## src/rtl/core/sdapc_pkg.sv

```systemverilog
// Shared types and constants of the synchronised dual actuator position controller.
`timescale 1ns / 1ps
`default_nettype none

package sdapc_pkg;

	localparam int POS_WIDTH  = 16;
	localparam int TICK_WIDTH = 16;

	localparam int TGT_W      = 16;
	localparam int DUTY_W     = 15;
	localparam int GAIN_W     = 12;
	localparam int TIMEOUT_W  = 16;
	localparam int OUT_W      = 16;
	localparam int STATUS_W   = 3;
	localparam int CFG_IDX_W  = 3;
	localparam int CFG_DATA_W = 16;

	localparam int EXT_W      = ((POS_WIDTH > TGT_W) ? POS_WIDTH : TGT_W) + 1;
	localparam int MAG_W      = EXT_W - 1;
	localparam int PROD_W     = MAG_W + GAIN_W;
	localparam int PROP_SHIFT = 6;
	localparam int PROP_W     = PROD_W - PROP_SHIFT;
	localparam int SYNC_FRAC  = 20;
	localparam int FACT_W     = SYNC_FRAC + 1;
	localparam int SLOW_W     = DUTY_W + FACT_W;
	localparam int CNT_W      = (TICK_WIDTH > TIMEOUT_W) ? TICK_WIDTH : TIMEOUT_W;

	localparam logic signed [TGT_W-1:0] TARGET_POS_RST    = TGT_W'(0);
	localparam logic [DUTY_W-1:0]       MAX_DUTY_RST      = DUTY_W'(14746);
	localparam logic [DUTY_W-1:0]       MIN_DUTY_RST      = DUTY_W'(1966);
	localparam logic [GAIN_W-1:0]       APPROACH_GAIN_RST = GAIN_W'(768);
	localparam logic [GAIN_W-1:0]       SYNC_GAIN_RST     = GAIN_W'(333);
	localparam logic [DUTY_W-1:0]       TOLERANCE_RST     = DUTY_W'(492);
	localparam logic [DUTY_W-1:0]       DEADBAND_RST      = DUTY_W'(328);
	localparam logic [TIMEOUT_W-1:0]    TIMEOUT_TICKS_RST = TIMEOUT_W'(1000);

	typedef enum logic [STATUS_W-1:0] {
		ST_MOVING  = 3'd0,
		ST_REACHED = 3'd1,
		ST_TIMEOUT = 3'd2,
		ST_CANCEL  = 3'd3,
		ST_IDLE    = 3'd4
	} status_t;

	typedef enum logic [CFG_IDX_W-1:0] {
		CFG_TARGET_POS    = 3'd0,
		CFG_MAX_DUTY      = 3'd1,
		CFG_MIN_DUTY      = 3'd2,
		CFG_APPROACH_GAIN = 3'd3,
		CFG_SYNC_GAIN     = 3'd4,
		CFG_TOLERANCE     = 3'd5,
		CFG_DEADBAND      = 3'd6,
		CFG_TIMEOUT_TICKS = 3'd7
	} cfg_idx_t;

	typedef struct packed {
		logic signed [TGT_W-1:0] target_pos;
		logic [DUTY_W-1:0]       max_duty;
		logic [DUTY_W-1:0]       min_duty;
		logic [GAIN_W-1:0]       approach_gain;
		logic [GAIN_W-1:0]       sync_gain;
		logic [DUTY_W-1:0]       tolerance;
		logic [DUTY_W-1:0]       deadband;
		logic [TIMEOUT_W-1:0]    timeout_ticks;
	} cfg_t;

	typedef struct packed {
		logic load_s1;
		logic step_s2;
		logic step_s3;
		logic commit;
	} ctrl_cmd_t;

endpackage

`default_nettype wire

```

## src/rtl/core/sdapc_cfg_regs.sv

```systemverilog
// Configuration register file of the position controller.
`timescale 1ns / 1ps
`default_nettype none

module sdapc_cfg_regs (
	input  logic                                clk,
	input  logic                                arst_n,
	input  logic                                cfg_valid,
	input  logic                                cfg_ready,
	input  logic [sdapc_pkg::CFG_IDX_W-1:0]     cfg_index,
	input  logic [sdapc_pkg::CFG_DATA_W-1:0]    cfg_data,
	output sdapc_pkg::cfg_t                     cfg
);
	import sdapc_pkg::*;

	cfg_t cfg_q;

	always_ff @(posedge clk or negedge arst_n) begin
		if (!arst_n) begin
			cfg_q.target_pos    <= TARGET_POS_RST;
			cfg_q.max_duty      <= MAX_DUTY_RST;
			cfg_q.min_duty      <= MIN_DUTY_RST;
			cfg_q.approach_gain <= APPROACH_GAIN_RST;
			cfg_q.sync_gain     <= SYNC_GAIN_RST;
			cfg_q.tolerance     <= TOLERANCE_RST;
			cfg_q.deadband      <= DEADBAND_RST;
			cfg_q.timeout_ticks <= TIMEOUT_TICKS_RST;
		end else if (cfg_valid && cfg_ready) begin
			unique case (cfg_idx_t'(cfg_index))
				CFG_TARGET_POS:    cfg_q.target_pos    <= TGT_W'(cfg_data);
				CFG_MAX_DUTY:      cfg_q.max_duty      <= cfg_data[DUTY_W-1:0];
				CFG_MIN_DUTY:      cfg_q.min_duty      <= cfg_data[DUTY_W-1:0];
				CFG_APPROACH_GAIN: cfg_q.approach_gain <= cfg_data[GAIN_W-1:0];
				CFG_SYNC_GAIN:     cfg_q.sync_gain     <= cfg_data[GAIN_W-1:0];
				CFG_TOLERANCE:     cfg_q.tolerance     <= cfg_data[DUTY_W-1:0];
				CFG_DEADBAND:      cfg_q.deadband      <= cfg_data[DUTY_W-1:0];
				CFG_TIMEOUT_TICKS: cfg_q.timeout_ticks <= cfg_data[TIMEOUT_W-1:0];
				default: ;
			endcase
		end
	end

	assign cfg = cfg_q;

endmodule

`default_nettype wire

```

## src/rtl/core/sdapc_ctrl.sv

```systemverilog
// Sequencing state machine of the position controller.
`timescale 1ns / 1ps
`default_nettype none

module sdapc_ctrl (
	input  logic                  clk,
	input  logic                  arst_n,
	input  logic                  in_valid,
	output logic                  in_stall,
	output logic                  out_valid,
	input  logic                  out_stall,
	output sdapc_pkg::ctrl_cmd_t  cmd
);
	import sdapc_pkg::*;

	typedef enum logic [3:0] {
		S_IDLE   = 4'b0001,
		S_MULT   = 4'b0010,
		S_SCALE  = 4'b0100,
		S_FINISH = 4'b1000
	} state_t;

	state_t state_q;
	state_t state_d;
	logic   out_valid_q;
	logic   out_free;

	assign out_free = !out_valid_q || !out_stall;

	always_comb begin
		cmd     = '0;
		state_d = state_q;
		unique case (state_q)
			S_IDLE: begin
				if (in_valid) begin
					cmd.load_s1 = 1'b1;
					state_d     = S_MULT;
				end
			end
			S_MULT: begin
				cmd.step_s2 = 1'b1;
				state_d     = S_SCALE;
			end
			S_SCALE: begin
				cmd.step_s3 = 1'b1;
				state_d     = S_FINISH;
			end
			S_FINISH: begin
				if (out_free) begin
					cmd.commit = 1'b1;
					state_d    = S_IDLE;
				end
			end
			default: state_d = S_IDLE;
		endcase
	end

	always_ff @(posedge clk or negedge arst_n) begin
		if (!arst_n) begin
			state_q     <= S_IDLE;
			out_valid_q <= 1'b0;
		end else begin
			state_q <= state_d;
			if (cmd.commit) begin
				out_valid_q <= 1'b1;
			end else if (!out_stall) begin
				out_valid_q <= 1'b0;
			end
		end
	end

	assign in_stall  = (state_q != S_IDLE);
	assign out_valid = out_valid_q;

endmodule

`default_nettype wire

```

## src/rtl/core/sdapc_datapath.sv

```systemverilog
// Datapath of the position controller: errors, products, clamps and move state.
`timescale 1ns / 1ps
`default_nettype none

module sdapc_datapath (
	input  logic                                      clk,
	input  logic                                      arst_n,
	input  sdapc_pkg::cfg_t                           cfg,
	input  sdapc_pkg::ctrl_cmd_t                      cmd,
	input  logic signed [sdapc_pkg::POS_WIDTH-1:0]    left_pos,
	input  logic signed [sdapc_pkg::POS_WIDTH-1:0]    right_pos,
	input  logic                                      cancel,
	input  logic                                      start_req,
	output logic signed [sdapc_pkg::OUT_W-1:0]        left_duty,
	output logic signed [sdapc_pkg::OUT_W-1:0]        right_duty,
	output logic [sdapc_pkg::STATUS_W-1:0]            status
);
	import sdapc_pkg::*;

	localparam logic [PROD_W-1:0] SYNC_ONE = PROD_W'(1) << SYNC_FRAC;

	function automatic logic [DUTY_W-1:0] clamp_duty(
		input logic [PROP_W-1:0] v,
		input logic [DUTY_W-1:0] lo,
		input logic [DUTY_W-1:0] hi
	);
		if (v < PROP_W'(lo)) begin
			return lo;
		end else if (v > PROP_W'(hi)) begin
			return hi;
		end else begin
			return v[DUTY_W-1:0];
		end
	endfunction

	// Move state.
	logic [TICK_WIDTH-1:0] tick_q;
	logic                  active_q;

	// First step: differences and magnitudes.
	logic signed [EXT_W-1:0] lp_x, rp_x, tg_x;
	logic signed [EXT_W-1:0] lerr, rerr, gap;
	logic [MAG_W-1:0]        lmag, rmag, agap;
	logic [TICK_WIDTH-1:0]   tick_base;
	logic                    eff_active;
	logic                    timed_out;
	status_t                 pre_st;

	logic [MAG_W-1:0]      lmag_s1, rmag_s1, agap_s1;
	logic                  gap_pos_s1, up_s1;
	status_t               st_s1;
	logic [TICK_WIDTH-1:0] tick_s1;

	assign lp_x = EXT_W'(left_pos);
	assign rp_x = EXT_W'(right_pos);
	assign tg_x = EXT_W'(cfg.target_pos);
	assign lerr = lp_x - tg_x;
	assign rerr = rp_x - tg_x;
	assign gap  = rp_x - lp_x;
	assign lmag = lerr[EXT_W-1] ? MAG_W'(-lerr) : MAG_W'(lerr);
	assign rmag = rerr[EXT_W-1] ? MAG_W'(-rerr) : MAG_W'(rerr);
	assign agap = gap[EXT_W-1] ? MAG_W'(-gap) : MAG_W'(gap);

	assign eff_active = start_req || active_q;
	assign tick_base  = start_req ? '0 : tick_q;
	assign timed_out  = CNT_W'(tick_base) >= CNT_W'(cfg.timeout_ticks);

	always_comb begin
		if (!eff_active) begin
			pre_st = ST_IDLE;
		end else if (cancel) begin
			pre_st = ST_CANCEL;
		end else if (timed_out) begin
			pre_st = ST_TIMEOUT;
		end else begin
			pre_st = ST_MOVING;
		end
	end

	always_ff @(posedge clk) begin
		if (cmd.load_s1) begin
			lmag_s1    <= lmag;
			rmag_s1    <= rmag;
			agap_s1    <= agap;
			gap_pos_s1 <= (gap != '0) && !gap[EXT_W-1];
			up_s1      <= tg_x > lp_x;
			st_s1      <= pre_st;
			tick_s1    <= tick_base;
		end
	end

	// Second step: the three gain products and the tolerance tests.
	logic [PROD_W-1:0]     lprod_s2, rprod_s2, corr_s2;
	logic                  ldone_s2, rdone_s2, sync_s2, gap_pos_s2, up_s2;
	status_t               st_s2;
	logic [TICK_WIDTH-1:0] tick_s2;
	logic                  ldone, rdone;

	assign ldone = lmag_s1 <= MAG_W'(cfg.tolerance);
	assign rdone = rmag_s1 <= MAG_W'(cfg.tolerance);

	always_ff @(posedge clk) begin
		if (cmd.step_s2) begin
			lprod_s2   <= PROD_W'(lmag_s1) * PROD_W'(cfg.approach_gain);
			rprod_s2   <= PROD_W'(rmag_s1) * PROD_W'(cfg.approach_gain);
			corr_s2    <= PROD_W'(agap_s1) * PROD_W'(cfg.sync_gain);
			ldone_s2   <= ldone;
			rdone_s2   <= rdone;
			sync_s2    <= agap_s1 > MAG_W'(cfg.deadband);
			gap_pos_s2 <= gap_pos_s1;
			up_s2      <= up_s1;
			st_s2      <= (st_s1 == ST_MOVING && ldone && rdone) ? ST_REACHED : st_s1;
			tick_s2    <= tick_s1;
		end
	end

	// Third step: clamped duties and the sync slow-down factor.
	logic [DUTY_W-1:0]     lduty_s3, rduty_s3;
	logic [FACT_W-1:0]     factor_s3;
	logic                  sync_s3, gap_pos_s3, up_s3;
	status_t               st_s3;
	logic [TICK_WIDTH-1:0] tick_s3;

	always_ff @(posedge clk) begin
		if (cmd.step_s3) begin
			lduty_s3   <= ldone_s2 ? '0 : clamp_duty(lprod_s2[PROD_W-1:PROP_SHIFT],
				cfg.min_duty, cfg.max_duty);
			rduty_s3   <= rdone_s2 ? '0 : clamp_duty(rprod_s2[PROD_W-1:PROP_SHIFT],
				cfg.min_duty, cfg.max_duty);
			factor_s3  <= (corr_s2 >= SYNC_ONE) ? '0 : FACT_W'(SYNC_ONE - corr_s2);
			sync_s3    <= sync_s2;
			gap_pos_s3 <= gap_pos_s2;
			up_s3      <= up_s2;
			st_s3      <= st_s2;
			tick_s3    <= tick_s2;
		end
	end

	// Final step: slowed duty, side selection, direction and result register.
	logic [SLOW_W-1:0] slow_prod;
	logic [DUTY_W-1:0] slow, lsel, rsel;
	logic [OUT_W-1:0]  lext, rext, lout, rout;
	logic              moving;

	assign slow_prod = SLOW_W'(cfg.max_duty) * SLOW_W'(factor_s3);
	assign slow      = slow_prod[SYNC_FRAC+DUTY_W-1:SYNC_FRAC];
	assign moving    = (st_s3 == ST_MOVING);
	assign lsel      = (sync_s3 && !gap_pos_s3) ? slow : lduty_s3;
	assign rsel      = (sync_s3 && gap_pos_s3) ? slow : rduty_s3;
	assign lext      = moving ? OUT_W'(lsel) : '0;
	assign rext      = moving ? OUT_W'(rsel) : '0;
	assign lout      = up_s3 ? lext : OUT_W'(0) - lext;
	assign rout      = up_s3 ? rext : OUT_W'(0) - rext;

	logic [OUT_W-1:0] left_duty_q, right_duty_q;
	status_t          status_q;

	always_ff @(posedge clk) begin
		if (cmd.commit) begin
			left_duty_q  <= lout;
			right_duty_q <= rout;
			status_q     <= st_s3;
		end
	end

	always_ff @(posedge clk or negedge arst_n) begin
		if (!arst_n) begin
			active_q <= 1'b0;
			tick_q   <= '0;
		end else if (cmd.commit) begin
			active_q <= moving;
			if (moving && !(&tick_s3)) begin
				tick_q <= tick_s3 + 1'b1;
			end else begin
				tick_q <= tick_s3;
			end
		end
	end

	assign left_duty  = left_duty_q;
	assign right_duty = right_duty_q;
	assign status     = status_q;

endmodule

`default_nettype wire

```

## src/rtl/core/synced_dual_actuator_position_ctrl.sv

```systemverilog
// Top level of the synchronised dual actuator position controller.
// An accepted input runs through the s1, s2 and s3 registers into the result register.
// One transaction at a time: a new one is accepted after the last is committed; the four
// steps of the shared datapath are errors, gain products, clamps and slowed-duty product;
// a stalled, full result register holds the next item in its last step.
// Reset: asynchronous; clears the move state and tick count, loads the register defaults.
`timescale 1ns / 1ps
`default_nettype none

module synced_dual_actuator_position_ctrl (
	input  logic                                      clk,
	input  logic                                      arst_n,
	input  logic                                      in_valid,
	output logic                                      in_stall,
	input  logic signed [sdapc_pkg::POS_WIDTH-1:0]    left_pos,
	input  logic signed [sdapc_pkg::POS_WIDTH-1:0]    right_pos,
	input  logic                                      cancel,
	input  logic                                      start_req,
	output logic                                      out_valid,
	input  logic                                      out_stall,
	output logic signed [sdapc_pkg::OUT_W-1:0]        left_duty,
	output logic signed [sdapc_pkg::OUT_W-1:0]        right_duty,
	output logic [sdapc_pkg::STATUS_W-1:0]            status,
	input  logic                                      cfg_valid,
	output logic                                      cfg_ready,
	input  logic [sdapc_pkg::CFG_IDX_W-1:0]           cfg_index,
	input  logic [sdapc_pkg::CFG_DATA_W-1:0]          cfg_data
);
	import sdapc_pkg::*;

	cfg_t      cfg;
	ctrl_cmd_t cmd;

	assign cfg_ready = 1'b1;

	sdapc_cfg_regs u_cfg (
		.clk       (clk),
		.arst_n    (arst_n),
		.cfg_valid (cfg_valid),
		.cfg_ready (cfg_ready),
		.cfg_index (cfg_index),
		.cfg_data  (cfg_data),
		.cfg       (cfg)
	);

	sdapc_ctrl u_ctrl (
		.clk       (clk),
		.arst_n    (arst_n),
		.in_valid  (in_valid),
		.in_stall  (in_stall),
		.out_valid (out_valid),
		.out_stall (out_stall),
		.cmd       (cmd)
	);

	sdapc_datapath u_dp (
		.clk        (clk),
		.arst_n     (arst_n),
		.cfg        (cfg),
		.cmd        (cmd),
		.left_pos   (left_pos),
		.right_pos  (right_pos),
		.cancel     (cancel),
		.start_req  (start_req),
		.left_duty  (left_duty),
		.right_duty (right_duty),
		.status     (status)
	);

endmodule

`default_nettype wire

```

## config.mk

```make
export PLATFORM = sky130hd
export DESIGN_NAME = synced_dual_actuator_position_ctrl
export DESIGN_NICKNAME = d
export VERILOG_FILES = /design/src/rtl/core/sdapc_pkg.sv /design/src/rtl/core/sdapc_cfg_regs.sv /design/src/rtl/core/sdapc_ctrl.sv /design/src/rtl/core/sdapc_datapath.sv /design/src/rtl/core/synced_dual_actuator_position_ctrl.sv
export SDC_FILE = /design/constraint.sdc
export NUM_CORES = 2
export LEC_CHECK = 0
export CAP_MARGIN = 30
export CORE_UTILIZATION = 40
export DETAILED_ROUTE_END_ITERATION = 6
export DONT_BUFFER_PORTS = 1
export GPL_TIMING_DRIVEN = 0
export PLACE_DENSITY = 0.55
export SYNTH_ARGS = -nofsm -noshare
export SYNTH_HDL_FRONTEND = slang
export SYNTH_SLANG_ARGS = --single-unit
export TNS_END_PERCENT = 5
```

## constraint.sdc

```tcl
create_clock -name clk -period 29.9 [get_ports clk]
set_input_delay 1.495 -clock clk [delete_from_list [all_inputs] [get_ports clk]]
set_output_delay 1.495 -clock clk [all_outputs]
set_load 0.005 [all_outputs]
```

==> metrics <==
class of the worst hold path reg -> reg; ys async rst share between 30 and 40%; Routed WL per cell about 20 um; Clk Latency, worst-skew pair 660 ps; top-area cell type share of the netlist area between 20% and 30%; die height ~350 um; Max Slew Vio Count 0; Post-synth top cells 870 x inv_1, 715 x nand2_1, 664 x fa_1; Layout Utilization between 40% and 50%; largest net degree at the start of global routing roughly 140; Total Routed Length 138 mm; vias in the first global route 36700; post-synth design cell area roughly 50000 um^2; Clock Path Buffers 3; setup violators final 0; final clock skew around 35 ps; chip width between 300 and 400 um; hold_sp u_dp.gap_pos_s2; row cnt approximately 130; CP arrival around 9200 ps; post-detail-place hpwl between 100 and 150 mm; IO Pins 96; DRT Pass-1 Iters 7; dominant cell type by area after synthesis fa_1; worst setup path startpoint u_cfg.cfg[88]; hold buffer count at cts 0; Post-route DRC 0; TritonCTS Buffers 52; worst slew pin tran ~950 ps; Synth warnings 0; clock sink count roughly 410; layout cells sized above 1 under 10%; most frequent cell after synthesis inv_1; final period utilization between 20% and 30%; status finished, final reports clean; port bufs 0; core area 122000 um^2; Die ar. about 130000 um^2; Post-synth EDFFs around 270; Net Count, Synth between 6000 and 7000; relative slew slack 35.8%; unrepaired setup endpoints after global routing false; Syn Area/Cell around 9.6 um^2; ys flop type edfxtp_1; Routed Antenna Nets 0; Synth area leaders fa_1 27%, edfxtp_1 17%, ha_1 12%, inv_1 6.6%, nand2_1 5.4%; Startpoint Class flop; reg2reg start u_cfg.cfg[88]; Reg clk slew, reported paths about 60 ps; gr usage total approximately 22%; grt ovf 0; postcts setup bufs 0; Synth cell types 87; Initial Util roughly 40%; Layout Nets between 6000 and 7000; Req. time, crit path 30270 ps; crit-path max FO 10; first-pass GRT wire length approximately 220 mm; Final Hold Viols 0; number of DRC markers in iteration 0 around 2400; H-Tree Depth 2; P&R area growth vs syn 8.28%; initial antenna violation count 11; DR vias roughly 36000; fin crit period between 8000 and 9000 ps; vias per cell 5.19; RD Place Congestion 0.906; FMAX between 100 and 150 MHz; post-CTS sizing 0; TNS Setup 0 ps; Crit. End Element flop; sequential area share after synthesis a little under a quarter; fillcell total between 10000 and 15000; CP Class reg -> reg; cells after synthesis slightly above 5000; Max Cap Viol 0; clk root buf clkbuf_16; synthesis-stage register bit count between 400 and 500; CTS tree built
[critical path, cell delays in order (launching register included)]
cell      delay [ps]
dfstp_2          670
clkbuf_1         680
and2_1           270
fa_1             410
inv_1             90
fa_1             460
inv_1            100
fa_1             440
fa_1             460
fa_1             560
inv_1             60
fa_1             580
inv_1             60
ha_1             260
clkbuf_1         370
nand2_1          240
nor4_1           440
and3_1           250
o21a_1           300
nor3_1            90
nor3_1           490
nor4bb_1         410
and2_1           300
a31oi_1          110
o22ai_1          420
[area by class of cell]
class | count | area, um^2 | share of cell area [%]
repair buffers | 25 | 246 | 0.460
multi-input cells | 3652 | 33700 | 62.9
clock buffers | 64 | 1430 | 2.67
inverters | 870 | 3270 | 6.09
clock inverters | 34 | 363 | 0.677
well taps | 1625 | 2030 | 3.79
plain buffers | 219 | 836 | 1.56
diodes | 3 | 7.51 | 0.0140
flip-flops and latches | 411 | 11700 | 21.8
[cell usage in the layout, fill, tap and decap left out, types with 10 or more instances in the layout]
master / netlist / routed
a211oi_1: 43 / 43
a21o_1: 54 / 54
a21oi_1: 121 / 121
a31oi_1: 30 / 30
and2_1: 343 / 343
and3_1: 29 / 29
buf_4: 1 / 16
clkbuf_1: 211 / 218
clkbuf_16: 0 / 55
dfrtp_1: 99 / 99
dfstp_2: 39 / 39
edfxtp_1: 273 / 273
fa_1: 664 / 664
ha_1: 458 / 458
inv_1: 870 / 869
mux2_2: 79 / 79
mux2i_1: 31 / 31
nand2_1: 715 / 715
nand2b_1: 36 / 36
nand3_1: 47 / 47
nand4_1: 32 / 32
nand4b_1: 10 / 10
nor2_1: 204 / 203
nor2b_1: 51 / 51
nor3_1: 80 / 79
nor4_1: 24 / 24
o21a_1: 52 / 52
o21ai_0: 141 / 141
o31ai_1: 14 / 14
or3_1: 22 / 22
xnor2_1: 122 / 122
xor2_1: 75 / 75
[path summary, 6_finish.rpt]
kind	cells past startpoint	slack, ps	end
worst max-delay path	24	21080	u_dp.left_duty[11]
worst min-delay path	0	410	u_dp.gap_pos_s3
worst max register to register	24	21080	u_dp.left_duty[11]
worst min register to register	0	410	u_dp.gap_pos_s3
max in group asynchronous	0	28880	u_cfg.cfg[8]
min in group asynchronous	0	530	u_ctrl.out_valid
[stage by stage]
step / setup WS, ps / area (um^2) / hold WS (ps) / cells
global placement: 11490 / 51600 / 401 / 6777
detailed placement: 21190 / 51800 / 405 / 6801
global route: 20660 / 53600 / 422 / 6901
finish: 21080 / 53600 / 413 / 6903
floorplan: 18820 / 49500 / 400 / 5152
CTS: 21100 / 53600 / 415 / 6899
[registers in the layout, summed over array words and instances (netlist names), 3 cells and up]
register	flops
u_dp.rmag_s1	16
u_dp.st_s2	3
u_dp.right_duty	16
u_dp.rprod_s2	22
u_dp.tick_s1	16
u_ctrl.state_q	4
u_cfg.cfg	116
u_dp.factor_s3	21
u_dp.st_s3	3
u_dp.lduty_s3	15
u_dp.tick_s3	16
u_dp.agap_s1	16
u_dp.lprod_s2	22
u_dp.tick_q	16
u_dp.corr_s2	28
u_dp.status	3
u_dp.left_duty	16
u_dp.tick_s2	16
u_dp.rduty_s3	15
u_dp.lmag_s1	16
u_dp.st_s1	3
[kinds of logic after synthesis]
| family | share of synthesized area (%) |
|---|---|
| AOI/OAI and AO/OA | 7.51 |
| xor gates and xnor gates | 3.53 |
| adders and majority gates | 38.4 |
| buffers and inverters | 8.28 |
| DFF | 23.6 |
| muxes | 2.42 |
| other | 0.00757 |
| and+or+nand+nor | 16.2 |
[layer usage]
metal	up-vias	share of wire (%)	global-route usage (%)	wire [um]
li1	16700	-	-	-
met1	17900	44	30.8	61100
met2	980	46	36.5	63800
met3	190	6.4	3.36	8780
met4	6	3.2	6.79	4420
met5	-	0.025	0	35
Power is left out: the tool's default activity adds up to more than one toggle a clock period on the data nets, which glitch-free logic cannot reach.
